===== config.mk =====
export PLATFORM = sky130hd
export DESIGN_NAME = atm_queue
export DESIGN_NICKNAME = d
export VERILOG_FILES = /design/src/sv/atm_pkg.sv /design/src/sv/atm_queue.sv
export SDC_FILE = /design/constraint.sdc
export NUM_CORES = 1
export LEC_CHECK = 0
export ABC_CLOCK_PERIOD_IN_PS = 3900
export BUFFER_PORTS_ARGS = -buffer_cell sky130_fd_sc_hd__buf_2
export CORE_ASPECT_RATIO = 0.75
export CORE_MARGIN = 2
export CORE_UTILIZATION = 50
export DETAILED_ROUTE_END_ITERATION = 8
export GPL_ROUTABILITY_DRIVEN = 0
export PLACE_DENSITY_LB_ADDON = 0.08
export SKIP_LAST_GASP = 1
export SLEW_MARGIN = 20
export SYNTH_ARGS = -nofsm -noshare
export SYNTH_HDL_FRONTEND = slang
export SYNTH_SLANG_ARGS = --single-unit

===== constraint.sdc =====
create_clock -name clock -period 3.9 [get_ports clock]
set_input_delay 0.585 -clock clock [delete_from_list [all_inputs] [get_ports clock]]
set_output_delay 0.585 -clock clock [all_outputs]
set_load 0.05 [all_outputs]

===== src/sv/atm_pkg.sv =====
`timescale 1ns / 1ps
// ----------------------------------------------------------------------------
// atm_pkg
// types, sizes and helpers of the 3x3 alpha-trimmed mean filter
// ----------------------------------------------------------------------------
package atm_pkg;

   localparam int MAX_WIDTH  = 1024;
   localparam int MAX_HEIGHT = 1024;
   localparam int PIXEL_BITS = 8;

   // configuration port
   localparam int CFG_BITS     = 11;
   localparam int CSR_IDX_BITS = 2;
   localparam logic [CSR_IDX_BITS-1:0] CSR_IMAGE_WIDTH  = CSR_IDX_BITS'(0);
   localparam logic [CSR_IDX_BITS-1:0] CSR_IMAGE_HEIGHT = CSR_IDX_BITS'(1);
   localparam int WIDTH_RESET  = 1024;
   localparam int HEIGHT_RESET = 1024;

   // position and dimension widths
   localparam int DIM_MAX  = (MAX_WIDTH > MAX_HEIGHT) ? MAX_WIDTH : MAX_HEIGHT;
   localparam int DIM_BITS = $clog2(DIM_MAX + 1);
   localparam int COL_BITS = $clog2(MAX_WIDTH);
   localparam int ROW_BITS = $clog2(MAX_HEIGHT + 2);
   localparam int CMP_BITS = ((DIM_BITS > ROW_BITS) ? DIM_BITS : ROW_BITS) + 1;

   // window and averaging
   localparam int WIN_SIDE   = 3;
   localparam int WIN_CELLS  = WIN_SIDE * WIN_SIDE;
   localparam int KEEP_COUNT = WIN_SIDE * WIN_SIDE - 2;
   localparam int ROUND_BIAS = KEEP_COUNT / 2;
   localparam int SUM_BITS   = PIXEL_BITS + 4;
   localparam int DIV_SHIFT  = SUM_BITS + 3;
   localparam int PROD_BITS  = SUM_BITS + DIV_SHIFT;
   localparam int RECIP      = (2 ** DIV_SHIFT + KEEP_COUNT - 1) / KEEP_COUNT;

   // queue between front and back
   localparam int QDEPTH    = 4;
   localparam int QPTR_BITS = $clog2(QDEPTH);
   localparam int QCNT_BITS = $clog2(QDEPTH + 1);

   typedef logic [PIXEL_BITS-1:0] atm_pix_type;

   typedef struct packed {
      atm_pix_type pixel;
      logic        padding;
   } atm_req_type;

   typedef struct packed {
      atm_pix_type filtered;
      logic        frame_end;
   } atm_rsp_type;

   typedef struct packed {
      atm_pix_type [WIN_CELLS-1:0] cells;
      logic                        last;
   } atm_win_type;

   typedef struct packed {
      logic                 head_valid;
      logic [QCNT_BITS-1:0] level;
   } atm_qstat_type;

   // zero acts as one, anything above the limit acts as the limit
   function automatic logic [DIM_BITS-1:0] clamp_dim(input logic [CFG_BITS-1:0] value,
                                                     input int unsigned limit);
      logic [DIM_BITS-1:0] result;
      if (value == '0) begin
         result = DIM_BITS'(1);
      end else if (32'(value) > limit) begin
         result = DIM_BITS'(limit);
      end else begin
         result = DIM_BITS'(value);
      end
      return result;
   endfunction

endpackage


===== src/sv/atm_queue.sv =====
`timescale 1ns / 1ps
// ----------------------------------------------------------------------------
// atm_queue
// short register queue of masked windows between front and back
// ----------------------------------------------------------------------------
module atm_queue import atm_pkg::*; (
   input  logic          clock,
   input  logic          reset,
   input  logic          push_valid,
   input  atm_win_type   push_data,
   input  logic          pop,
   output atm_win_type   head_data,
   output atm_qstat_type qstat
);

   atm_win_type          entries_ff [QDEPTH];
   logic [QPTR_BITS-1:0] wr_ptr_ff, wr_ptr_in;
   logic [QPTR_BITS-1:0] rd_ptr_ff, rd_ptr_in;
   logic [QCNT_BITS-1:0] level_ff, level_in;
   logic                 do_pop;

   assign qstat.level      = level_ff;
   assign qstat.head_valid = level_ff != '0;
   assign head_data        = entries_ff[rd_ptr_ff];
   assign do_pop           = pop && qstat.head_valid;

   always_comb begin
      wr_ptr_in = wr_ptr_ff;
      rd_ptr_in = rd_ptr_ff;
      level_in  = level_ff;
      if (push_valid) begin
         wr_ptr_in = (wr_ptr_ff == QPTR_BITS'(QDEPTH - 1)) ? '0 : wr_ptr_ff + QPTR_BITS'(1);
      end
      if (do_pop) begin
         rd_ptr_in = (rd_ptr_ff == QPTR_BITS'(QDEPTH - 1)) ? '0 : rd_ptr_ff + QPTR_BITS'(1);
      end
      if (push_valid && !do_pop) begin
         level_in = level_ff + QCNT_BITS'(1);
      end else if (!push_valid && do_pop) begin
         level_in = level_ff - QCNT_BITS'(1);
      end
   end

   always_ff @(posedge clock) begin
      if (reset) begin
         wr_ptr_ff <= '0;
         rd_ptr_ff <= '0;
         level_ff  <= '0;
      end else begin
         wr_ptr_ff <= wr_ptr_in;
         rd_ptr_ff <= rd_ptr_in;
         level_ff  <= level_in;
      end
   end

   always_ff @(posedge clock) begin
      if (push_valid) begin
         entries_ff[wr_ptr_ff] <= push_data;
      end
   end

endmodule


### Yosys cells after proc, flatten, opt, wreduce, memory -nomap -nowiden

Memory sizes are Yosys's and may differ from the RTL's. A register that Yosys moved wholly into a read port is not among the register bits.
Index checks and enable logic that the tools add are counted.

| cells by class | value |
|---|---|
| add/subtract/negate cells | 4 |
| equal/unequal tests | 2 |
| mux-type cells | 8 |
| reductions and logical operators | 7 |

Operators by type and width:

| kind | count |
|---|---|
| $mux W2 | 4 |
| $mux W3 | 2 |
| $add A2 B1 Y2 const B | 2 |
| $eq A2 B2 Y1 const B | 2 |
| $add A3 B1 Y3 const B | 1 |
| $logic_and A1 B1 Y1 | 3 |
| $reduce_bool A3 Y1 | 1 |
| $sub A3 B1 Y3 const B | 1 |
| $logic_not A1 Y1 | 2 |
| $mux W1 | 2 |
| $reduce_bool A2 Y1 | 1 |

| word-level totals | value |
|---|---|
| bits in registers | 7 |
| bits in writable memories | 292 |
| output and inout port bits | 77 |
| memories kept | 1 |

Memory list:

| memory | depth | bits a word | read ports | clocked after Yosys merged registers in | wr ports | line | text |
|---|---|---|---|---|---|---|---|
| entries_ff | 4 | 73 | 1 | 1 | 1 | atm_queue.sv:16 | `atm_win_type entries_ff [QDEPTH];` |

### Depth between registers and ports, before layout

Gate-level depths: netlist of the first run.

| depth | value |
|---|---|
| depth after elaboration | 5 |
| gate-level depth with buffers | 7 |
| gate-level depth less buffers | 7 |

### Least setup slack after synthesis of the first run

No wires, ideal clock.

| path | value |
|---|---|
| kind | input-to-reg |
| start point | input port push_valid |
| end point | memory entries_ff[0][0] (netlist bit), enable pin |
| library setup time | 439 ps |
| data arrival time | 2292 ps |
| path slack | 1169 ps |
| stages | 1 |
| path buffers | 0 |
| cell sequence | and2_1 |

| between the ends | value |
|---|---|
| cells in the longest elaborated chain, start to end | 2 |

Ends and longest elaborated chain:

| element | line | text |
|---|---|---|
| start: declaration | atm_queue.sv:9 | `input logic push_valid,` |
| $mux W1 | atm_queue.sv:57 | `if (push_valid) begin` |
| $mux W1 (implied by the code) | atm_queue.sv:58 | `entries_ff[wr_ptr_ff] <= push_data;` |
| end: declaration | atm_queue.sv:16 |  |

Every way passes these cells.

==> impl_metrics.tcl, run 1 <==
set metrics [dict create \
    first_pass_iters 4 \
    switchingPower_w 0.00271 \
    dp_slack_ns 1.49 \
    synth_area_leaders "edfxtp_1 79%, mux4_2 15%, dfxtp_1 1.6%" \
    antenna_found_initial 4 \
    maxSlewViolCount 0 \
    crit_buf_inv 2 \
    ant_nets 0 \
    area_delta_synth_final_pct 18.0 \
    start_util 0.505 \
    p_int_w 0.00599 \
    async_reset_ff_frac 0 \
    path_delay_family "flip-flops" \
    slowest_stage "dfxtp_4" \
    hold_viol_final 0 \
    synth_edf_count 292 \
    cts_setup_buffers 0 \
    cts.path.max_buffers 3 \
    die_x_um 176 \
    holdWs_ns 0.272 \
    wirelength_um 19500 \
    cp_data_arrival_time_ns 2.29 \
    htreeDepth 1 \
    worst_setup_path_start_kind "flip-flop" \
    drc 0 \
    pwr-share-clk 0.304 \
    rsz0062_at_grt "false" \
    r2r-end "level_ff[2]" \
    clock_latency_ns 0.52 \
    relSlewSlack 0.492 \
    worst_r2r_path_depth 7 \
    worst_pin_slew_ns 0.762 \
    grt_pass1_wl_um 30200 \
    fin_setup_tns_ns 0 \
    cts_resized 0 \
    postSynthAreaPerCell_um2 26.1 \
    tritoncts "done" \
    hp-class "in2reg" \
    synth_cell_types 20 \
    worst_slack_ns 1.03 \
    r2r-start "level_ff[0]" \
    cp_max_fo 19 \
    wl_per_cell_um 21.2 \
    gr-total-overflow 0 \
    fin_crit_ns 2.87 \
    ys_seq_elements 301 \
    p_leak_nw 4.40 \
    vias 4908 \
    p_seq_frac 0.441 \
    synth-seq-area-share 0.810 \
    status "completed" \
    synth_top_area_frac 0.794 \
    switching_share 0.312 \
    setup_viol 0 \
    syn_area_um2 11000 \
    core_area_um2 21900 \
    powerDensity_nw_per_um2 667 \
    rows 47 \
    grt_pass1_vias 5275 \
    die-area_um2 23300 \
    hold_end "entries_ff[1][13]" \
    io_buffers 153 \
    grt_max_degree 74 \
    pwr-share-comb 0.255 \
    min_from "push_data[13]" \
    slowest_delay_ns 0.60 \
    dpl.hpwl_um 11600 \
    min_path_cells 1 \
    crit_chain "buf_4, mux4_1, buf_2" \
    peakVddDrop_v 0.000345 \
    final_nets 688 \
    clock-root-buffer "clkbuf_16" \
    synthCells 424 \
    cts_buffers 29 \
    layout_common_cells "292 x edfxtp_1, 153 x buf_2, 72 x mux4_2, 29 x clkbuf_16, 10 x buf_4" \
    synth_top_cell_by_area "edfxtp_1" \
    dr.first_iter.drc_count 340 \
    ys.warnings.count 0 \
    die_h_um 133 \
    end_kind "output port" \
    synth-main-ff-cell "edfxtp_1" \
    rrSetupSlack_ns 1.56 \
    clk_pin_slew_ns 0.06 \
    clock-sinks 301 \
    critPathRequiredTime_ns 3.31 \
    grt_usage 0.171 \
    avgViaCountPerCell 5.33 \
    fillers 1637 \
    fin_worst_skew_ns 0.00775 \
    final_common_cell "edfxtp_1" \
    hold_buffers 0 \
    syn_nets 508 \
    max_freq_mhz 348 \
    post-route-period-util 0.737 \
    ioPinCount 154 \
    crit_type "reg2out" \
    layout-drive-gt1-share 0.456 \
    drv_cap 0 \
]
## worst max-delay path by stage
stage | slack, ns | startpoint | cells past startpoint | end
after floorplan | 1.17 | push_valid | 1 | entries_ff[0][0]
after global placement | 1.46 | flip-flop | 2 | head_data[1]
after detailed placement | 1.49 | flip-flop | 2 | head_data[46]
after CTS | 0.93 | flip-flop | 2 | head_data[46]
after global routing | 0.84 | flip-flop | 3 | head_data[68]
final | 1.03 | flip-flop | 3 | head_data[68]
## flip-flops by register name (all words and copies together), names as in the netlist, named ones only
name	count
entries_ff	292
level_ff	3
rd_ptr_ff	2
wr_ptr_ff	2
## routing by layer
metal  GRT usage  part of all wire
met1       0.236              0.43
met2       0.273              0.48
met3      0.0520             0.075
met4      0.0354             0.014
met5           0           0.00082
## power by group through the flow
stage | clock network [W] | registers, W | logic [W]
detailed placement | 0 | 0.00395 | 0.00221
CTS | 0.00271 | 0.00388 | 0.00221
finish | 0.00264 | 0.00384 | 0.00222
global route | 0.00284 | 0.00386 | 0.00232
floorplan | 0 | 0.00387 | 0.00186
global placement | 0 | 0.00394 | 0.00219
## cell usage after synthesis, types with 2 or more instances
cell      number
mux4_2        72
buf_2          7
buf_12         7
dfxtp_1        9
or3_1          3
inv_1          3
nor2_1         6
a21oi_1        2
mux2i_1        4
edfxtp_1     292
and2_1         4
xor2_1         2
ha_1           6
## worst register-to-register path: stages (launching register included)
cell and delay [ns]:
dfxtp_1 0.38, o31ai_2 0.51, ha_1 0.30, inv_1 0.08
fa_1 0.39, xor2_1 0.18, or3_1 0.32, a21oi_1 0.14
## final cells by class
type,count,area (um2),share of cell area
Clock buffer,37,756,0.0580
Timing Repair Buffer,165,888,0.0682
Clock inverter,13,140,0.0108
Tap cell,294,368,0.0282
Antenna cell,3,7.51,0.000576
Multi-Input combinational cell,104,1910,0.146
Inverter,3,11.3,0.000864
Sequential cell,301,8960,0.687
## cells by family (layout without fill, tap and decap cells)
family	count (synthesis)	after routing	synth area share
other	0	3	0
muxes	77	77	0.153
and+or+nand+nor	14	14	0.00634
buffers and inverters	19	218	0.0183
adders and majority gates	7	7	0.00861
AOI/OAI and AO/OA	4	4	0.00249
xor gates and xnor gates	2	2	0.00159
DFF	301	301	0.810
## through the flow
stage                     instances  total power, W  utilization  cell area, um2
after floorplan                 424         0.00573            -           11000
after global placement          866         0.00613        0.553           12100
after detailed placement        866         0.00615        0.553           12100
after CTS                       916         0.00881        0.594           13000
after global routing            918         0.00902        0.596           13000
final                           920         0.00870        0.596           13000
Power figures use the tool's default switching activity.
==> run 2, diff against run 1 <==
--- a/config.mk
+++ b/config.mk
@@ -5,7 +5,8 @@
 export SDC_FILE = /design/constraint.sdc
 export NUM_CORES = 1
 export LEC_CHECK = 0
-export ABC_CLOCK_PERIOD_IN_PS = 3900
+export ABC_AREA = 1
+export ABC_CLOCK_PERIOD_IN_PS = 2400
 export BUFFER_PORTS_ARGS = -buffer_cell sky130_fd_sc_hd__buf_2
 export CORE_ASPECT_RATIO = 0.75
 export CORE_MARGIN = 2
==> constraint.sdc (replaced) <==
create_clock -name clock -period 2.4 [get_ports clock]
set_input_delay 0.36 -clock clock [delete_from_list [all_inputs] [get_ports clock]]
set_output_delay 0.36 -clock clock [all_outputs]
set_load 0.05 [all_outputs]
==> impl_metrics.tcl, run 2 <==
set metrics [dict create \
    status "completed" \
    rrSetupSlack_ns 0.54 \
    ys_seq_elements 301 \
    ys_top_cells_by_count "292 x edfxtp_1, 156 x nor2_1, 81 x o21ai_0" \
    drc 0 \
    clock-sinks 301 \
    p_leak_nw 4.84 \
    hp-class "in2reg" \
    relSlewSlack 0.672 \
    wl_per_cell_um 20.5 \
    max_freq_mhz 429 \
    min_path_cells 1 \
    avgViaCountPerCell 5.54 \
    post-place-cells 1188 \
    dr.first_iter.drc_count 529 \
    tritoncts "done" \
    synth_cell_types 23 \
    clk_pin_slew_ns 0.06 \
    final_common_cell "edfxtp_1" \
    rsz0062_at_grt "true" \
    area_delta_synth_final_pct 21.0 \
    cts.path.max_buffers 3 \
    grt_max_degree 74 \
    worst_r2r_path_depth 5 \
    met2_usage 0.343 \
    die_h_um 134 \
    worst_pin_slew_ns 0.493 \
    use_met3 0.0539 \
    clock_latency_ns 0.54 \
    synth_edf_count 292 \
    dpl.hpwl_um 14200 \
    regMostFlops "entries_ff" \
    worst_setup_path_start_kind "flip-flop" \
    pwr-share-clk 0.272 \
    holdWs_ns 0.0326 \
    synth_area_leaders "edfxtp_1 78%, nor2_1 5.2%, o22ai_1 4.0%" \
    fin_setup_tns_ns 0 \
    p_int_w 0.0105 \
    grt_usage 0.211 \
    min_from "push_data[21]" \
    ant_nets 0 \
    post-route-period-util 0.972 \
    switchingPower_w 0.00663 \
    fin_worst_skew_ns 0.00946 \
    drv_cap 0 \
    cts_buffers 30 \
    start_util 0.511 \
    stdcell_count 1257 \
    crit_type "reg2out" \
    synth-seq-area-share 0.791 \
    async_reset_ff_frac 0 \
    vias 6961 \
    io_buffers 153 \
    synth_top_area_frac 0.775 \
    gr-total-overflow 0 \
    grt_use_met1 0.285 \
    hold_viol_final 0 \
    grt_pass1_vias 7112 \
    synth_top_cell_by_area "edfxtp_1" \
    grt_busiest_layer "met2" \
    final_nets 1019 \
    setup_viol 0 \
    die-area_um2 23800 \
    postSynthAreaPerCell_um2 14.7 \
    grt_pass1_wl_um 38600 \
    end_kind "output port" \
    p_seq_frac 0.362 \
    antenna_found_initial 5 \
    die_x_um 178 \
    cp_max_fo 33 \
    first_pass_iters 5 \
    ioPinCount 154 \
    syn_area_um2 11300 \
    p_total_w 0.0171 \
    slowest_delay_ns 0.43 \
    wirelength_um 25700 \
    crit_chain "inv_2, buf_6, o21ai_1, o22ai_1, clkbuf_4" \
    powerDensity_nw_per_um2 1250 \
    core_area_um2 22100 \
    layout_common_cells "292 x edfxtp_1, 156 x nor2_1, 107 x buf_2, 81 x o21ai_0, 73 x o22ai_1" \
    largest_reg_flops 292 \
    slowest_stage "dfxtp_4" \
    synthCells 769 \
    r2r-start "wr_ptr_ff[0]" \
    rows 47 \
    htreeDepth 1 \
    syn_nets 853 \
    peakVddDrop_v 0.000741 \
    critPathRequiredTime_ns 2.04 \
    ys.warnings.count 0 \
    pwr-share-comb 0.366 \
    maxSlewViolCount 0 \
    fin_crit_ns 2.33 \
    largestRegisters "entries_ff x292, level_ff x3" \
    yosysMostFrequentCell "edfxtp_1" \
    cp_data_arrival_time_ns 1.97 \
    clock-root-buffer "clkbuf_16" \
    layout-drive-gt1-share 0.240 \
    synth-main-ff-cell "edfxtp_1" \
    switching_share 0.387 \
]
[run 2: power groups by stage]
stage               registers, W  clock network (W)  logic, W
global route             0.00623            0.00496   0.00664
finish                   0.00621            0.00466   0.00627
global placement         0.00631                  0   0.00570
floorplan                0.00631                  0   0.00440
detailed placement       0.00632                  0   0.00580
CTS                      0.00622            0.00475   0.00613
[run 2: area by class of cell]
type	instances	area, um2
tap	294	368
antenna	4	10.0
timing repair buffer	181	1310
inverter	16	80.1
fill	1669	8430
sequential	301	8960
clock buffer	40	810
multi-input combinational	405	1970
clock inverter	16	180
[run 2: path summary, 6_finish.rpt]
check,endpoint
setup / recovery,head_data[14]
hold / removal,entries_ff[0][21]
hold reg to reg,wr_ptr_ff[1]
setup reg to reg,entries_ff[2][24]
[run 2: critical path, delay by kind of cell, from the launching register on]
kind / cells / cell delay (ns)
flip-flops: 1 / 0.43
buffers and inverters: 3 / 0.66
AO/OA/AOI/OAI: 2 / 0.33
[run 2: metrics by stage]
stage          area (um2)  setup slack (ns)  utilization
6_report            13700            0.0663        0.619
5_1_grt             13700           -0.0136        0.618
4_1_cts             13600           -0.0143        0.614
3_5_place_dp        12400             0.416        0.561
3_3_place_gp        12400             0.447        0.561
2_1_floorplan       11300            0.0639            -
[run 2: kinds of logic (layout without fill, tap and decap cells)]
group,Yosys count,in the layout,share of synthesized area
xor+xnor,1,1,0.000775
compound gates,224,224,0.107
fa+ha+maj,7,7,0.00841
flops,301,301,0.791
simple gates,173,173,0.0582
other cells,0,4,0
buf+inv,63,253,0.0340
[run 2: timing repair]
| action | in CTS | in global routing |
|---|---|---|
| pin swaps | 0 | 0 |
| hold endpoints to repair | 2 | 0 |
| hold buffers | 1 | 0 |
| buffers inserted | 0 | 6 |
| gates resized for setup | 45 | 15 |
| setup endpoints to repair | 72 | 71 |
| cloned | 1 | 1 |
[run 2: layer usage]
metal	share of wire	up-vias
met5	0.0016	-
li1	-	3238
met2	0.47	225
met4	0.020	6
met3	0.072	47
met1	0.44	3445
