<file path="src/sv/atm_pkg.sv">
`timescale 1ns / 1ps
// ----------------------------------------------------------------------------
// atm_pkg
// types, sizes and helpers of the 3x3 alpha-trimmed mean filter
// ----------------------------------------------------------------------------
package atm_pkg;

   localparam int MAX_WIDTH  = 1024;
   localparam int MAX_HEIGHT = 1024;
   localparam int PIXEL_BITS = 8;

   // configuration port
   localparam int CFG_BITS     = 11;
   localparam int CSR_IDX_BITS = 2;
   localparam logic [CSR_IDX_BITS-1:0] CSR_IMAGE_WIDTH  = CSR_IDX_BITS'(0);
   localparam logic [CSR_IDX_BITS-1:0] CSR_IMAGE_HEIGHT = CSR_IDX_BITS'(1);
   localparam int WIDTH_RESET  = 1024;
   localparam int HEIGHT_RESET = 1024;

   // position and dimension widths
   localparam int DIM_MAX  = (MAX_WIDTH > MAX_HEIGHT) ? MAX_WIDTH : MAX_HEIGHT;
   localparam int DIM_BITS = $clog2(DIM_MAX + 1);
   localparam int COL_BITS = $clog2(MAX_WIDTH);
   localparam int ROW_BITS = $clog2(MAX_HEIGHT + 2);
   localparam int CMP_BITS = ((DIM_BITS > ROW_BITS) ? DIM_BITS : ROW_BITS) + 1;

   // window and averaging
   localparam int WIN_SIDE   = 3;
   localparam int WIN_CELLS  = WIN_SIDE * WIN_SIDE;
   localparam int KEEP_COUNT = WIN_SIDE * WIN_SIDE - 2;
   localparam int ROUND_BIAS = KEEP_COUNT / 2;
   localparam int SUM_BITS   = PIXEL_BITS + 4;
   localparam int DIV_SHIFT  = SUM_BITS + 3;
   localparam int PROD_BITS  = SUM_BITS + DIV_SHIFT;
   localparam int RECIP      = (2 ** DIV_SHIFT + KEEP_COUNT - 1) / KEEP_COUNT;

   // queue between front and back
   localparam int QDEPTH    = 4;
   localparam int QPTR_BITS = $clog2(QDEPTH);
   localparam int QCNT_BITS = $clog2(QDEPTH + 1);

   typedef logic [PIXEL_BITS-1:0] atm_pix_type;

   typedef struct packed {
      atm_pix_type pixel;
      logic        padding;
   } atm_req_type;

   typedef struct packed {
      atm_pix_type filtered;
      logic        frame_end;
   } atm_rsp_type;

   typedef struct packed {
      atm_pix_type [WIN_CELLS-1:0] cells;
      logic                        last;
   } atm_win_type;

   typedef struct packed {
      logic                 head_valid;
      logic [QCNT_BITS-1:0] level;
   } atm_qstat_type;

   // zero acts as one, anything above the limit acts as the limit
   function automatic logic [DIM_BITS-1:0] clamp_dim(input logic [CFG_BITS-1:0] value,
                                                     input int unsigned limit);
      logic [DIM_BITS-1:0] result;
      if (value == '0) begin
         result = DIM_BITS'(1);
      end else if (32'(value) > limit) begin
         result = DIM_BITS'(limit);
      end else begin
         result = DIM_BITS'(value);
      end
      return result;
   endfunction

endpackage

</file>
<file path="src/sv/atm_back.sv">
`timescale 1ns / 1ps
// ----------------------------------------------------------------------------
// atm_back
// trimmed sum, rounding divide by seven and the result register
// ----------------------------------------------------------------------------
module atm_back import atm_pkg::*; (
   input  logic          clock,
   input  logic          reset,
   input  atm_win_type   head_data,
   input  atm_qstat_type qstat,
   output logic          pop,
   output logic          rsp_valid,
   input  logic          rsp_stall,
   output atm_rsp_type   rsp_data
);

   logic                 b_valid_ff, b_valid_in;
   logic                 c_valid_ff, c_valid_in;
   logic [SUM_BITS-1:0]  sum_ff, sum_in;
   atm_pix_type          min_ff, min_in;
   atm_pix_type          max_ff, max_in;
   logic                 b_last_ff, b_last_in;
   logic [PROD_BITS-1:0] prod_ff, prod_in;
   logic                 c_last_ff, c_last_in;
   logic                 ready_b, ready_c;
   logic [SUM_BITS-1:0]  trimmed;

   assign ready_c = !c_valid_ff || !rsp_stall;
   assign ready_b = !b_valid_ff || ready_c;
   assign pop     = qstat.head_valid && ready_b;

   // sum, minimum and maximum of the nine cells
   always_comb begin
      sum_in = '0;
      min_in = head_data.cells[0];
      max_in = head_data.cells[0];
      for (int k = 0; k < WIN_CELLS; k++) begin
         sum_in = sum_in + SUM_BITS'(head_data.cells[k]);
         if (head_data.cells[k] < min_in) min_in = head_data.cells[k];
         if (head_data.cells[k] > max_in) max_in = head_data.cells[k];
      end
      b_last_in  = head_data.last;
      b_valid_in = ready_b ? qstat.head_valid : b_valid_ff;
   end

   // drop the extremes, add the rounding bias, multiply by the reciprocal of seven
   always_comb begin
      trimmed    = sum_ff - SUM_BITS'(min_ff) - SUM_BITS'(max_ff) + SUM_BITS'(ROUND_BIAS);
      prod_in    = PROD_BITS'(trimmed) * PROD_BITS'(RECIP);
      c_last_in  = b_last_ff;
      c_valid_in = ready_c ? b_valid_ff : c_valid_ff;
   end

   always_ff @(posedge clock) begin
      if (reset) begin
         b_valid_ff <= 1'b0;
         c_valid_ff <= 1'b0;
      end else begin
         b_valid_ff <= b_valid_in;
         c_valid_ff <= c_valid_in;
      end
   end

   always_ff @(posedge clock) begin
      if (ready_b) begin
         sum_ff    <= sum_in;
         min_ff    <= min_in;
         max_ff    <= max_in;
         b_last_ff <= b_last_in;
      end
      if (ready_c) begin
         prod_ff   <= prod_in;
         c_last_ff <= c_last_in;
      end
   end

   assign rsp_valid          = c_valid_ff;
   assign rsp_data.filtered  = prod_ff[DIV_SHIFT +: PIXEL_BITS];
   assign rsp_data.frame_end = c_last_ff;

endmodule

</file>
<file path="config.mk">
export PLATFORM = sky130hd
export DESIGN_NAME = atm_back
export DESIGN_NICKNAME = d
export VERILOG_FILES = /design/src/sv/atm_pkg.sv /design/src/sv/atm_back.sv
export SDC_FILE = /design/constraint.sdc
export NUM_CORES = 1
export LEC_CHECK = 0
export ABC_CLOCK_PERIOD_IN_PS = 16600
export BUFFER_PORTS_ARGS = -buffer_cell sky130_fd_sc_hd__buf_4
export CAP_MARGIN = 30
export CORE_MARGIN = 2
export CORE_UTILIZATION = 63
export CTS_CLUSTER_SIZE = 40
export DETAILED_ROUTE_END_ITERATION = 16
export GPL_TIMING_DRIVEN = 0
export MAX_ROUTING_LAYER = met4
export PLACE_DENSITY = 0.84
export REMOVE_ABC_BUFFERS = 1
export SLEW_MARGIN = 20
export SYNTH_ARGS = -nofsm -noshare
export SYNTH_HDL_FRONTEND = slang
export SYNTH_SLANG_ARGS = --single-unit
</file>
<file path="constraint.sdc">
create_clock -name clock -period 16.6 [get_ports clock]
set_clock_uncertainty 0.15 [all_clocks]
set_input_delay 0.83 -clock clock [delete_from_list [all_inputs] [get_ports clock]]
set_output_delay 0.83 -clock clock [all_outputs]
set_load 0.1 [all_outputs]
</file>
### Word level (Yosys, flattened, before mapping)

Cells that the tools add are included.

| storage, ports and cells | value |
|---|---|
| register bits | 54 |
| output and inout port bits | 11 |
| logic and storage cells | 58 |

| operators by class | value |
|---|---|
| add/subtract/negate cells | 11 |
| multipliers | 1 |
| $lt $le $gt $ge | 16 |
| multiplexer cells | 16 |
| reductions and logical operators | 6 |

Operators with widths:

| kind | number |
|---|---|
| 8-bit 2-to-1 mux | 16 |
| 8-bit > comparator | 8 |
| 8-bit less-than comparator | 8 |
| 12-bit by 8-bit adder with 12-bit output | 4 |
| 12-bit by 8-bit subtractor with 12-bit output | 2 |
| 12-bit by 12-bit multiplier with 22-bit output, second input constant | 1 |
| 11-bit by 8-bit adder with 12-bit output | 1 |
| 12-bit by 2-bit adder with 12-bit output, second input constant | 1 |
| 10-bit by 8-bit adder with 11-bit output | 1 |
| 9-bit by 8-bit adder with 10-bit output | 1 |
| 8-bit by 8-bit adder with 9-bit output | 1 |
| 1-bit zero test | 3 |
| 1-bit logical OR | 2 |
| 1-bit logical AND | 1 |

### Longest topological paths before layout

Gate-level depths: netlist (run 1).

| depth | value |
|---|---|
| depth in word-level cells | 16 |
| mapped depth | 85 |
| depth with buffers taken out | 81 |

### Least setup slack after synthesis (run 1)

Ideal clock, no wire load.

| path | value |
|---|---|
| kind | input -> register |
| start point | input port head_data[8] (netlist bit) |
| end point | register max_ff[0] (data pin) |
| arrival time | 14.508 ns |
| data required time | 16.188 ns |
| path slack | 1.681 ns |
| stages | 79 |
| cell sequence | inv_1 -> ha_1 -> a21oi_1 -> o21ai_1 -> o21a_1 -> nor2_2 -> mux2i_1 -> ha_1 -> a21oi_1 -> o31ai_1 -> and3_1 -> a21oi_2 -> mux2i_1 -> a32o_1 -> clkbuf_1 -> o21ai_0 -> inv_1 -> ha_1 -> [43 not listed] -> a41o_1 -> a31oi_1 -> o41a_1 -> buf_6 -> nor2_8 -> mux2_2 -> ha_1 -> o21a_1 -> o21ai_0 -> nand2b_1 -> a21oi_1 -> nor2_1 -> a211oi_1 -> a21oi_1 -> clkbuf_1 -> nand2_1 -> o41ai_1 -> o21bai_1 |

| on the way | value |
|---|---|
| word-level cells in the longest chain between the ends | 16 |

Ends and longest elaborated chain:

| item | line | RTL |
|---|---|---|
| start: declaration | atm_back.sv:9 | `input atm_win_type head_data,` |
| 8-bit > comparator | atm_back.sv:40 | `if (head_data.cells[k] > max_in) max_in = head_data.cells[k];` |
| 8-bit 2-to-1 mux * | atm_back.sv:40 |  |
| 8-bit > comparator | atm_back.sv:40 |  |
| 8-bit 2-to-1 mux * | atm_back.sv:40 |  |
| 8-bit > comparator | atm_back.sv:40 |  |
| 8-bit 2-to-1 mux * | atm_back.sv:40 |  |
| 8-bit > comparator | atm_back.sv:40 |  |
| 8-bit 2-to-1 mux * | atm_back.sv:40 |  |
| 8-bit > comparator | atm_back.sv:40 |  |
| 8-bit 2-to-1 mux * | atm_back.sv:40 |  |
| 8-bit > comparator | atm_back.sv:40 |  |
| 8-bit 2-to-1 mux * | atm_back.sv:40 |  |
| 8-bit > comparator | atm_back.sv:40 |  |
| 8-bit 2-to-1 mux * | atm_back.sv:40 |  |
| 8-bit > comparator | atm_back.sv:40 |  |
| 8-bit 2-to-1 mux * | atm_back.sv:40 |  |
| named net max_in[0] | atm_back.sv:21 | `atm_pix_type max_ff, max_in;` |
| end signal: assignment | atm_back.sv:68 | `max_ff <= max_in;` |
| end: declaration | atm_back.sv:21 |  |

Mark *: on every way through the listed nets, which the timed path passes. The rest lies on a longest branch.
A chain may end at the register's enable or synchronous reset.

### Worst setup path in the final report (run 1)

| path | value |
|---|---|
| start point | input port head_data[8] (netlist bit) |
| end point | register max_ff[7] (data pin) |

The elaborated chain is that of the path after synthesis.

==> flow_metrics.env, run 1 <==
export IMPL_cts_root_buf="clkbuf_16"
export IMPL_yosys_most_used_dff="edfxtp_1"
export IMPL_die_y_um=128
export IMPL_layout_drive_gt1_share_pct=17.7
export IMPL_cts_sinks=40
export IMPL_synth_top_area_share_pct=25.8
export IMPL_yosysUniqueCellTypes=78
export IMPL_grt_max_degree=32
export IMPL_die_area_sq_um=16500
export IMPL_synth_edf_count=38
export IMPL_n_antenna_cell=0
export IMPL_setup_viol=0
export IMPL_cts_tree="done"
export IMPL_multiInputGateArea_sq_um=8190
export IMPL_regArea_sq_um=1180
export IMPL_tightest_slew_ps=811
export IMPL_relSlewSlack_pct=45.8
export IMPL_synthXorXnorAreaFrac_pct=2.61
export IMPL_drc=0
export IMPL_drt_wl_total_mm=24.0
export IMPL_syn_to_final_growth_pct=14.6
export IMPL_max_cap_violations=0
export IMPL_rr_startpoint="sum_ff[1]"
export IMPL_grt_pass1_wl_mm=37.9
export IMPL_core_sq_um=15100
export IMPL_place_ws_ps=-964
export IMPL_synth_area_per_cell_sq_um=9.37
export IMPL_grt_usage_pct=29.7
export IMPL_yosysWarningCount=0
export IMPL_gp_congestion=0.959
export IMPL_cp_required_ps=16570
export IMPL_grt_pass1_vias=7987
export IMPL_numCtsBuffers=5
export IMPL_path_max_fanout=12
export IMPL_critPathCaptureType="register"
export IMPL_insertion_delay_ps=280
export IMPL_cpMostUsedCell="ha_1"
export IMPL_hp_start="b_last_ff"
export IMPL_synthMuxAreaShare_pct=8.87
export IMPL_crit_family="compound AO/OA/AOI/OAI gates"
export IMPL_post_synth_instance_area_sq_um=9740
export IMPL_antenna_found_initial=0
export IMPL_portBuffers=87
export IMPL_synth_compound_area_share_pct=17.8
export IMPL_critPathLaunchType="input pin"
export IMPL_slew_viol_final=0
export IMPL_min_period_over_period_pct=95.3
export IMPL_postSynthCellCount=1039
export IMPL_initial_core_util_pct=64.3
export IMPL_wl_per_cell_um=18.0
export IMPL_vias_per_cell=6.12
export IMPL_synth_commonest_cells="201 x ha_1, 152 x inv_1, 80 x fa_1"
export IMPL_yosys_area_top_type="ha_1"
export IMPL_path_buf_inv=12
export IMPL_worst_setup_path_type="in2reg"
export IMPL_synth_seq_cells=40
export IMPL_yosysSeqAreaShare_pct=12.1
export IMPL_fin_crit_ps=15820
export IMPL_crit_slowest_cell="o41a_4"
export IMPL_clock_path_buffers=2
export IMPL_chipWidth_um=128
export IMPL_num_io_pins=91
export IMPL_synth_top_family_by_area="adder cells"
export IMPL_arrival_ps=15790
export IMPL_hold_viol_final=0
export IMPL_max_freq_mhz=63.2
export IMPL_yosysMostFrequentCell="ha_1"
export IMPL_nets=1503
export IMPL_grt_ovfl_total=0
export IMPL_cts_hold_buf=0
export IMPL_synth_simple_area_share_pct=9.79
export IMPL_synth_area_top_cells="ha_1 26%, fa_1 16%, edfxtp_1 12%, mux2i_1 6.2%, inv_1 5.9%"
export IMPL_drtIter0Drc=497
export IMPL_ys_async_sr_fraction_pct=0
export IMPL_cts_reportedPaths_clkPinSlew_ps=60
export IMPL_num_vias=8151
export IMPL_worstSetupStartpoint="head_data[8]"
export IMPL_fillCellCount=1097
export IMPL_final_antenna_net_count=0
export IMPL_drt_first_pass_iters=6
export IMPL_place_hpwl_mm=19.9
export IMPL_synth_fa_ha_area_share_pct=42.3
export IMPL_row_count=45
export IMPL_status="finished clean"
export IMPL_htree_levels=2
export IMPL_hold_path_class="reg2reg"
export IMPL_worst_slack_ps=778
export IMPL_slowest_delay_ps=460
## layout make-up
type	instances	share of cell area (%)
multi-input combinational	836	73.3
sequential	40	10.6
timing repair buffer	107	7.51
inverter	152	5.11
tap	188	2.11
clock buffer	7	1.28
clock inverter	1	0.0673
## cells in the final DEF, fill, tap and decap left out, types with 8 or more instances in the layout
cell / n
nor2b_1: 11
inv_1: 152
nand3_1: 16
a31oi_1: 8
ha_1: 201
xnor2_1: 20
mux2i_2: 13
and3_1: 9
fa_1: 80
a21o_1: 32
edfxtp_1: 38
mux2_2: 20
nor3_1: 13
o21ai_0: 27
o21bai_1: 12
mux2i_1: 44
a21oi_2: 8
nand2_1: 44
a211oi_1: 8
o21a_1: 16
nand2b_1: 8
nand4_1: 13
nor2_1: 57
buf_4: 103
xor2_1: 9
o21ai_1: 10
a21oi_1: 63
## cell families after synthesis
group,after synthesis
xor gates and xnor gates,29
muxes,82
adders and majority gates,281
DFF,40
buffers and inverters,164
AOI/OAI and AO/OA,247
and+or+nand+nor,196
## what timing repair did
| action | 4_1_cts | 5_1_grt |
|---|---|---|
| setup buffers | 2 | 15 |
| cloned | 0 | 1 |
| resized for setup | 17 | 40 |
| pin swaps | 2 | 8 |
| setup endpoints to repair | 8 | 12 |
## through the flow
stage	setup TNS [ps]	instance area (sq um)	utilization, %	std cells	hold WS (ps)
floorplan	0	9670	-	1027	250
global placement	-6700	10600	69.7	1302	251
CTS	0	10800	71.4	1314	268
detailed placement	-6680	10600	69.9	1304	255
global route	-975	11200	73.7	1331	279
finish	0	11200	73.7	1331	267
## metal layers
layer / part of all wire, % / up-vias / wire (um) / global-route usage (%)
met3: 5.3 / 66 / 1270 / 2.67
met4: 2.9 / 0 / 687 / 8.40
met1: 41 / 3860 / 9890 / 36.7
met5: 0 / - / 0 / -
met2: 51 / 293 / 12100 / 51.9
li1: - / 3932 / - / -
## flip-flops by register name, summed over array words and instances, names as in the netlist
| register | flops |
|---|---|
| c_last_ff | 1 |
| sum_ff | 12 |
| min_ff | 8 |
| b_last_ff | 1 |
| rsp_valid | 1 |
| b_valid_ff | 1 |
| max_ff | 8 |
| prod_ff | 8 |
## worst paths after layout
check	cells after the start	slack (ps)	endpoint
worst min-delay path	0	270	c_last_ff
worst max-delay path	83	780	max_ff[7]
worst max register to register	34	8440	prod_ff[22]
worst min register to register	0	270	c_last_ff
Power of run 1 is left out: the tool's default activity adds up to more than one toggle a clock period on the data nets, which glitch-free logic cannot reach.
==> run 2, diff against run 1 <==
--- a/config.mk
+++ b/config.mk
@@ -5,10 +5,9 @@
 export SDC_FILE = /design/constraint.sdc
 export NUM_CORES = 1
 export LEC_CHECK = 0
-export ABC_CLOCK_PERIOD_IN_PS = 16600
+export ABC_CLOCK_PERIOD_IN_PS = 19200
 export BUFFER_PORTS_ARGS = -buffer_cell sky130_fd_sc_hd__buf_4
 export CAP_MARGIN = 30
-export CORE_MARGIN = 2
 export CORE_UTILIZATION = 63
 export CTS_CLUSTER_SIZE = 40
 export DETAILED_ROUTE_END_ITERATION = 16
==> constraint.sdc (replaced) <==
create_clock -name clock -period 19.2 [get_ports clock]
set_clock_uncertainty 0.15 [all_clocks]
set_input_delay 0.96 -clock clock [delete_from_list [all_inputs] [get_ports clock]]
set_output_delay 0.96 -clock clock [all_outputs]
set_load 0.1 [all_outputs]
==> run 2 against run 1 <==
Compared with the run above:
- final cell count decreased by 1.4%
- critical endpoint unchanged
- die area decreased by 3.1%
- first-iteration DRC count increased by 0.60%
- sequential share of layout area increased by 0.40 points
- clock-buffer cell count decreased by 1
- largest cell class unchanged
- setup slack improved by 750 ps
- core utilization decreased by 2.7 points
- register-to-register slack improved by 2700 ps
- via count decreased by 0.96%
- critical path depth decreased by 8
- final area decreased by 3.6%
- non-clock buffer count decreased by 18
==> flow_metrics.env, run 2 (same netlist as run 1, synthesis figures left out) <==
export IMPL_drt_first_pass_iters=5
export IMPL_whs_endpoint="c_last_ff"
export IMPL_chipWidth_um=126
export IMPL_grt_pass1_vias=8054
export IMPL_n_antenna_cell=0
export IMPL_slowest_delay_ps=680
export IMPL_initial_core_util_pct=64.3
export IMPL_slew_viol_final=0
export IMPL_r2r_slack_ps=11100
export IMPL_largest_register_ffs=12
export IMPL_drc=0
export IMPL_grt_max_degree=32
export IMPL_wl_per_cell_um=17.6
export IMPL_layout_drive_gt1_share_pct=12.8
export IMPL_cp_required_ps=19050
export IMPL_fillCellCount=1141
export IMPL_num_io_pins=91
export IMPL_place_ws_ps=1530
export IMPL_row_count=45
export IMPL_cts_repair_resized=0
export IMPL_drtIter0Drc=500
export IMPL_nets=1484
export IMPL_cts_sinks=40
export IMPL_path_max_fanout=12
export IMPL_portBuffers=87
export IMPL_final_antenna_net_count=0
export IMPL_relSlewSlack_pct=40.1
export IMPL_grt_usage_pct=31.0
export IMPL_arrival_ps=17520
export IMPL_holdPathStages=0
export IMPL_worst_setup_path_type="in2reg"
export IMPL_drt_wl_total_mm=23.0
export IMPL_cts_hold_buf=0
export IMPL_setup_viol=0
export IMPL_critPathLaunchType="input pin"
export IMPL_critPathCaptureType="register"
export IMPL_worst_slack_ps=1530
export IMPL_cts_tree="done"
export IMPL_most_common_layout_cells="201 x ha_1, 152 x inv_1, 89 x buf_4"
export IMPL_max_freq_mhz=56.6
export IMPL_crit_family="compound AO/OA/AOI/OAI gates"
export IMPL_grt_pass1_wl_mm=38.0
export IMPL_die_area_sq_um=16000
export IMPL_reg2reg_depth=34
export IMPL_crit_slowest_cell="o41a_1"
export IMPL_cts_reportedPaths_clkPinSlew_ps=60
export IMPL_grt_ovfl_total=0
export IMPL_hp_start="b_last_ff"
export IMPL_status="finished clean"
export IMPL_max_cap_violations=0
export IMPL_path_buf_inv=6
export IMPL_num_vias=8073
export IMPL_post_cts_buffers=0
export IMPL_cts_root_buf="clkbuf_16"
export IMPL_die_y_um=126
export IMPL_gp_congestion=0.976
export IMPL_hold_viol_final=0
export IMPL_antenna_found_initial=0
export IMPL_insertion_delay_ps=280
export IMPL_regMostFlops="sum_ff"
export IMPL_tightest_slew_ps=893
export IMPL_htree_levels=2
export IMPL_rr_startpoint="sum_ff[1]"
export IMPL_hold_path_class="reg2reg"
export IMPL_core_sq_um=15100
export IMPL_syn_to_final_growth_pct=10.5
export IMPL_setup_tns_final_ps=0
export IMPL_critical_path_depth=75
export IMPL_r2r_end="prod_ff[22]"
export IMPL_final_common_cell="ha_1"
export IMPL_place_hpwl_mm=19.9
export IMPL_postLayoutCoreUtil_pct=71.0
export IMPL_clock_path_buffers=2
export IMPL_min_period_over_period_pct=92.0
export IMPL_rsz0062_at_grt="false"
export IMPL_fin_crit_ps=17670
export IMPL_vias_per_cell=6.15
export IMPL_numCtsBuffers=5
export IMPL_cpMostUsedCell="ha_1"
-- run 2: changes by cell type in the layout (fill, tap and decap cells not counted), sizes merged --
| cell | delta |
|---|---|
| bufinv | +1 |
| buf | -17 |
| clkbuf | -2 |
| clkinvlp | -1 |
| a32o | -1 |
| clkinv | +1 |
-- run 2: cell type report --
cell class                      instances  area (sq um)  area share (%)
Clock buffer                            6           129            1.20
Clock inverter                          2          35.0           0.326
Inverter                              152           571            5.30
Multi-Input combinational cell        835          7940            73.8
Sequential cell                        40          1180            11.0
Tap cell                              188           235            2.19
Timing Repair Buffer                   89           668            6.21
-- run 2: how the worst max path moves through the flow --
| stage | startpoint | endpoint | slack, ps |
|---|---|---|---|
| CTS | head_data[6] | max_ff[7] | 1790 |
| global route | head_data[8] | max_ff[7] | 120 |
| detailed placement | head_data[6] | max_ff[7] | 1530 |
| finish | head_data[6] | max_ff[7] | 1530 |
| floorplan | head_data[8] | max_ff[0] | 3880 |
| global placement | head_data[8] | max_ff[7] | 1530 |
-- run 2: stage by stage --
step | hold WS (ps) | area [sq um] | instances
final | 271 | 10800 | 1312
after global routing | 283 | 10800 | 1312
after CTS | 270 | 10800 | 1312
after detailed placement | 257 | 10600 | 1304
after global placement | 253 | 10600 | 1302
after floorplan | 250 | 9670 | 1027
-- run 2: worst register-to-register path, delay by kind of cell (launching register included) --
family | cells | cell delay (ps)
AO/OA/AOI/OAI | 17 | 2900
adder cells (fa/ha/maj) | 8 | 3350
AND/OR/NAND/NOR | 3 | 300
flip-flops | 1 | 400
XOR/XNOR | 2 | 520
buffers and inverters | 4 | 230
-- run 2: routing by layer --
metal  track usage, %  up-vias  part of all wire (%)
li1                 -     3900                     -
met1             36.0     3813                    41
met2             55.3      279                    50
met3             3.12       81                   5.2
met4             12.0        0                   3.9
met5                -        -                     0
Power of run 2 is left out for the same reason.
==> run 3, diff against run 2 <==
--- a/config.mk
+++ b/config.mk
@@ -5,15 +5,18 @@
 export SDC_FILE = /design/constraint.sdc
 export NUM_CORES = 1
 export LEC_CHECK = 0
+export ABC_AREA = 1
 export ABC_CLOCK_PERIOD_IN_PS = 19200
 export BUFFER_PORTS_ARGS = -buffer_cell sky130_fd_sc_hd__buf_4
 export CAP_MARGIN = 30
+export CORE_MARGIN = 10
 export CORE_UTILIZATION = 63
 export CTS_CLUSTER_SIZE = 40
 export DETAILED_ROUTE_END_ITERATION = 16
 export GPL_TIMING_DRIVEN = 0
 export MAX_ROUTING_LAYER = met4
 export PLACE_DENSITY = 0.84
+export RECOVER_POWER = 25
 export REMOVE_ABC_BUFFERS = 1
 export SLEW_MARGIN = 20
 export SYNTH_ARGS = -nofsm -noshare
==> run 3 against run 2 <==
Compared with the run above:
- core utilization rose by 0.86 points
- final cell count grew 8.2%
- first-iteration DRC count shrank 5.4%
- critical path type unchanged
- highest routed layer unchanged
==> flow_metrics.env, run 3 <==
export IMPL_synth_edf_count=38
export IMPL_fin_crit_ps=12630
export IMPL_min_period_over_period_pct=65.8
export IMPL_synth_seq_cells=40
export IMPL_row_count=43
export IMPL_chipWidth_um=140
export IMPL_critPathCaptureType="register"
export IMPL_cts_reportedPaths_clkPinSlew_ps=60
export IMPL_final_common_cell="nand2_1"
export IMPL_worst_setup_path_type="in2reg"
export IMPL_synth_commonest_cells="306 x nand2_1, 201 x ha_1, 151 x inv_1"
export IMPL_portBuffers=87
export IMPL_num_io_pins=91
export IMPL_cts_hold_buf=0
export IMPL_met1_usage_pct=27.5
export IMPL_grt_max_degree=32
export IMPL_antenna_found_initial=0
export IMPL_fillCellCount=1147
export IMPL_wl_per_cell_um=15.8
export IMPL_cts_repair_resized=0
export IMPL_whs_ps=284
export IMPL_yosysWarningCount=0
export IMPL_grt_ovfl_total=0
export IMPL_slowest_delay_ps=500
export IMPL_setup_tns_final_ps=0
export IMPL_clock_path_buffers=2
export IMPL_cts_root_buf="clkbuf_16"
export IMPL_slew_viol_final=0
export IMPL_final_antenna_net_count=0
export IMPL_worst_slack_ps=6570
export IMPL_regMostFlops="sum_ff"
export IMPL_nets=1599
export IMPL_post_synth_instance_area_sq_um=9150
export IMPL_setup_viol=0
export IMPL_place_ws_ps=6040
export IMPL_vias_per_cell=5.55
export IMPL_max_freq_mhz=79.2
export IMPL_layout_drive_gt1_share_pct=10.1
export IMPL_num_vias=7881
export IMPL_place_hpwl_mm=19.4
export IMPL_yosys_area_top_type="ha_1"
export IMPL_crit_slowest_cell="a211oi_2"
export IMPL_status="finished clean"
export IMPL_die_y_um=140
export IMPL_hold_path_class="reg2reg"
export IMPL_yosys_most_used_dff="edfxtp_1"
export IMPL_relSlewSlack_pct=8.20
export IMPL_hold_viol_final=0
export IMPL_yosysSeqAreaShare_pct=12.9
export IMPL_path_max_fanout=20
export IMPL_grt_usage_pct=23.2
export IMPL_synth_area_top_cells="ha_1 28%, fa_1 18%, nand2_1 13%, edfxtp_1 12%, inv_1 6.2%"
export IMPL_die_area_sq_um=19700
export IMPL_use_met2_pct=40.6
export IMPL_largest_register_ffs=12
export IMPL_synth_top_area_share_pct=27.5
export IMPL_yosysUniqueCellTypes=36
export IMPL_ys_async_sr_fraction_pct=0
export IMPL_busiest_layer="met2"
export IMPL_grtUsageMet3_pct=1.79
export IMPL_max_cap_violations=0
export IMPL_n_antenna_cell=0
export IMPL_core_sq_um=14000
export IMPL_most_common_layout_cells="306 x nand2_1, 201 x ha_1, 151 x inv_1"
export IMPL_cp_required_ps=19090
export IMPL_grt_pass1_wl_mm=37.0
export IMPL_postSynthCellCount=1159
export IMPL_postLayoutCoreUtil_pct=71.9
export IMPL_arrival_ps=12520
export IMPL_drt_wl_total_mm=22.5
export IMPL_cts_sinks=40
export IMPL_synth_area_per_cell_sq_um=7.89
export IMPL_drc=0
export IMPL_drtIter0Drc=473
export IMPL_critPathLaunchType="input pin"
export IMPL_htree_levels=2
export IMPL_rsz0062_at_grt="false"
export IMPL_gp_congestion=0.945
export IMPL_initial_core_util_pct=65.1
export IMPL_post_cts_buffers=0
export IMPL_tightest_slew_ps=1370
export IMPL_drt_first_pass_iters=5
export IMPL_syn_to_final_growth_pct=10.4
export IMPL_yosysMostFrequentCell="nand2_1"
export IMPL_insertion_delay_ps=290
export IMPL_cts_tree="done"
export IMPL_numCtsBuffers=5
export IMPL_cpMostUsedCell="nand2_1"
export IMPL_grt_pass1_vias=7980
## run 3: layer usage
layer	part of all wire, %	up-vias
met4	2.9	0
li1	-	3996
met1	43	3648
met3	3.2	50
met2	51	187
met5	0	-
## run 3: cells by family after synthesis
| kind of cell | Yosys count | share of synthesized area, % |
|---|---|---|
| compound gates | 172 | 10.2 |
| xor+xnor | 27 | 2.59 |
| fa+ha+maj | 281 | 45.0 |
| buf+inv | 176 | 7.46 |
| flops | 40 | 12.9 |
| simple gates | 463 | 21.8 |
## run 3: stage by stage
stage          cells  area [sq um]
2_1_floorplan   1144          9070
3_3_place_gp    1411          9950
3_5_place_dp    1411          9950
4_1_cts         1419         10100
5_1_grt         1419         10100
6_report        1419         10100
## run 3: worst max-delay path: cells and delay by family
family,cells,cell delay (ps)
and+or+nand+nor,22,3190
AOI/OAI and AO/OA,20,5380
adders and majority gates,8,2460
buffers and inverters,4,520
## run 3: cell type report
cell class | count | area (sq um) | area share [%]
Clock buffer | 5 | 125 | 1.24
Clock inverter | 3 | 42.5 | 0.422
Multi-Input combinational cell | 943 | 7290 | 72.2
Tap cell | 180 | 225 | 2.23
Inverter | 161 | 604 | 5.99
Timing Repair Buffer | 87 | 627 | 6.21
Sequential cell | 40 | 1180 | 11.7
## run 3: final timing paths
check | startpoint | endpoint | slack (ps) | cells after the start
worst min register to register | b_last_ff | c_last_ff | 280 | 0
worst max-delay path | head_data[6] | min_ff[2] | 6570 | 54
worst max register to register | sum_ff[1] | prod_ff[22] | 10350 | 38
worst min-delay path | b_last_ff | c_last_ff | 280 | 0
Power of run 3 is left out for the same reason.
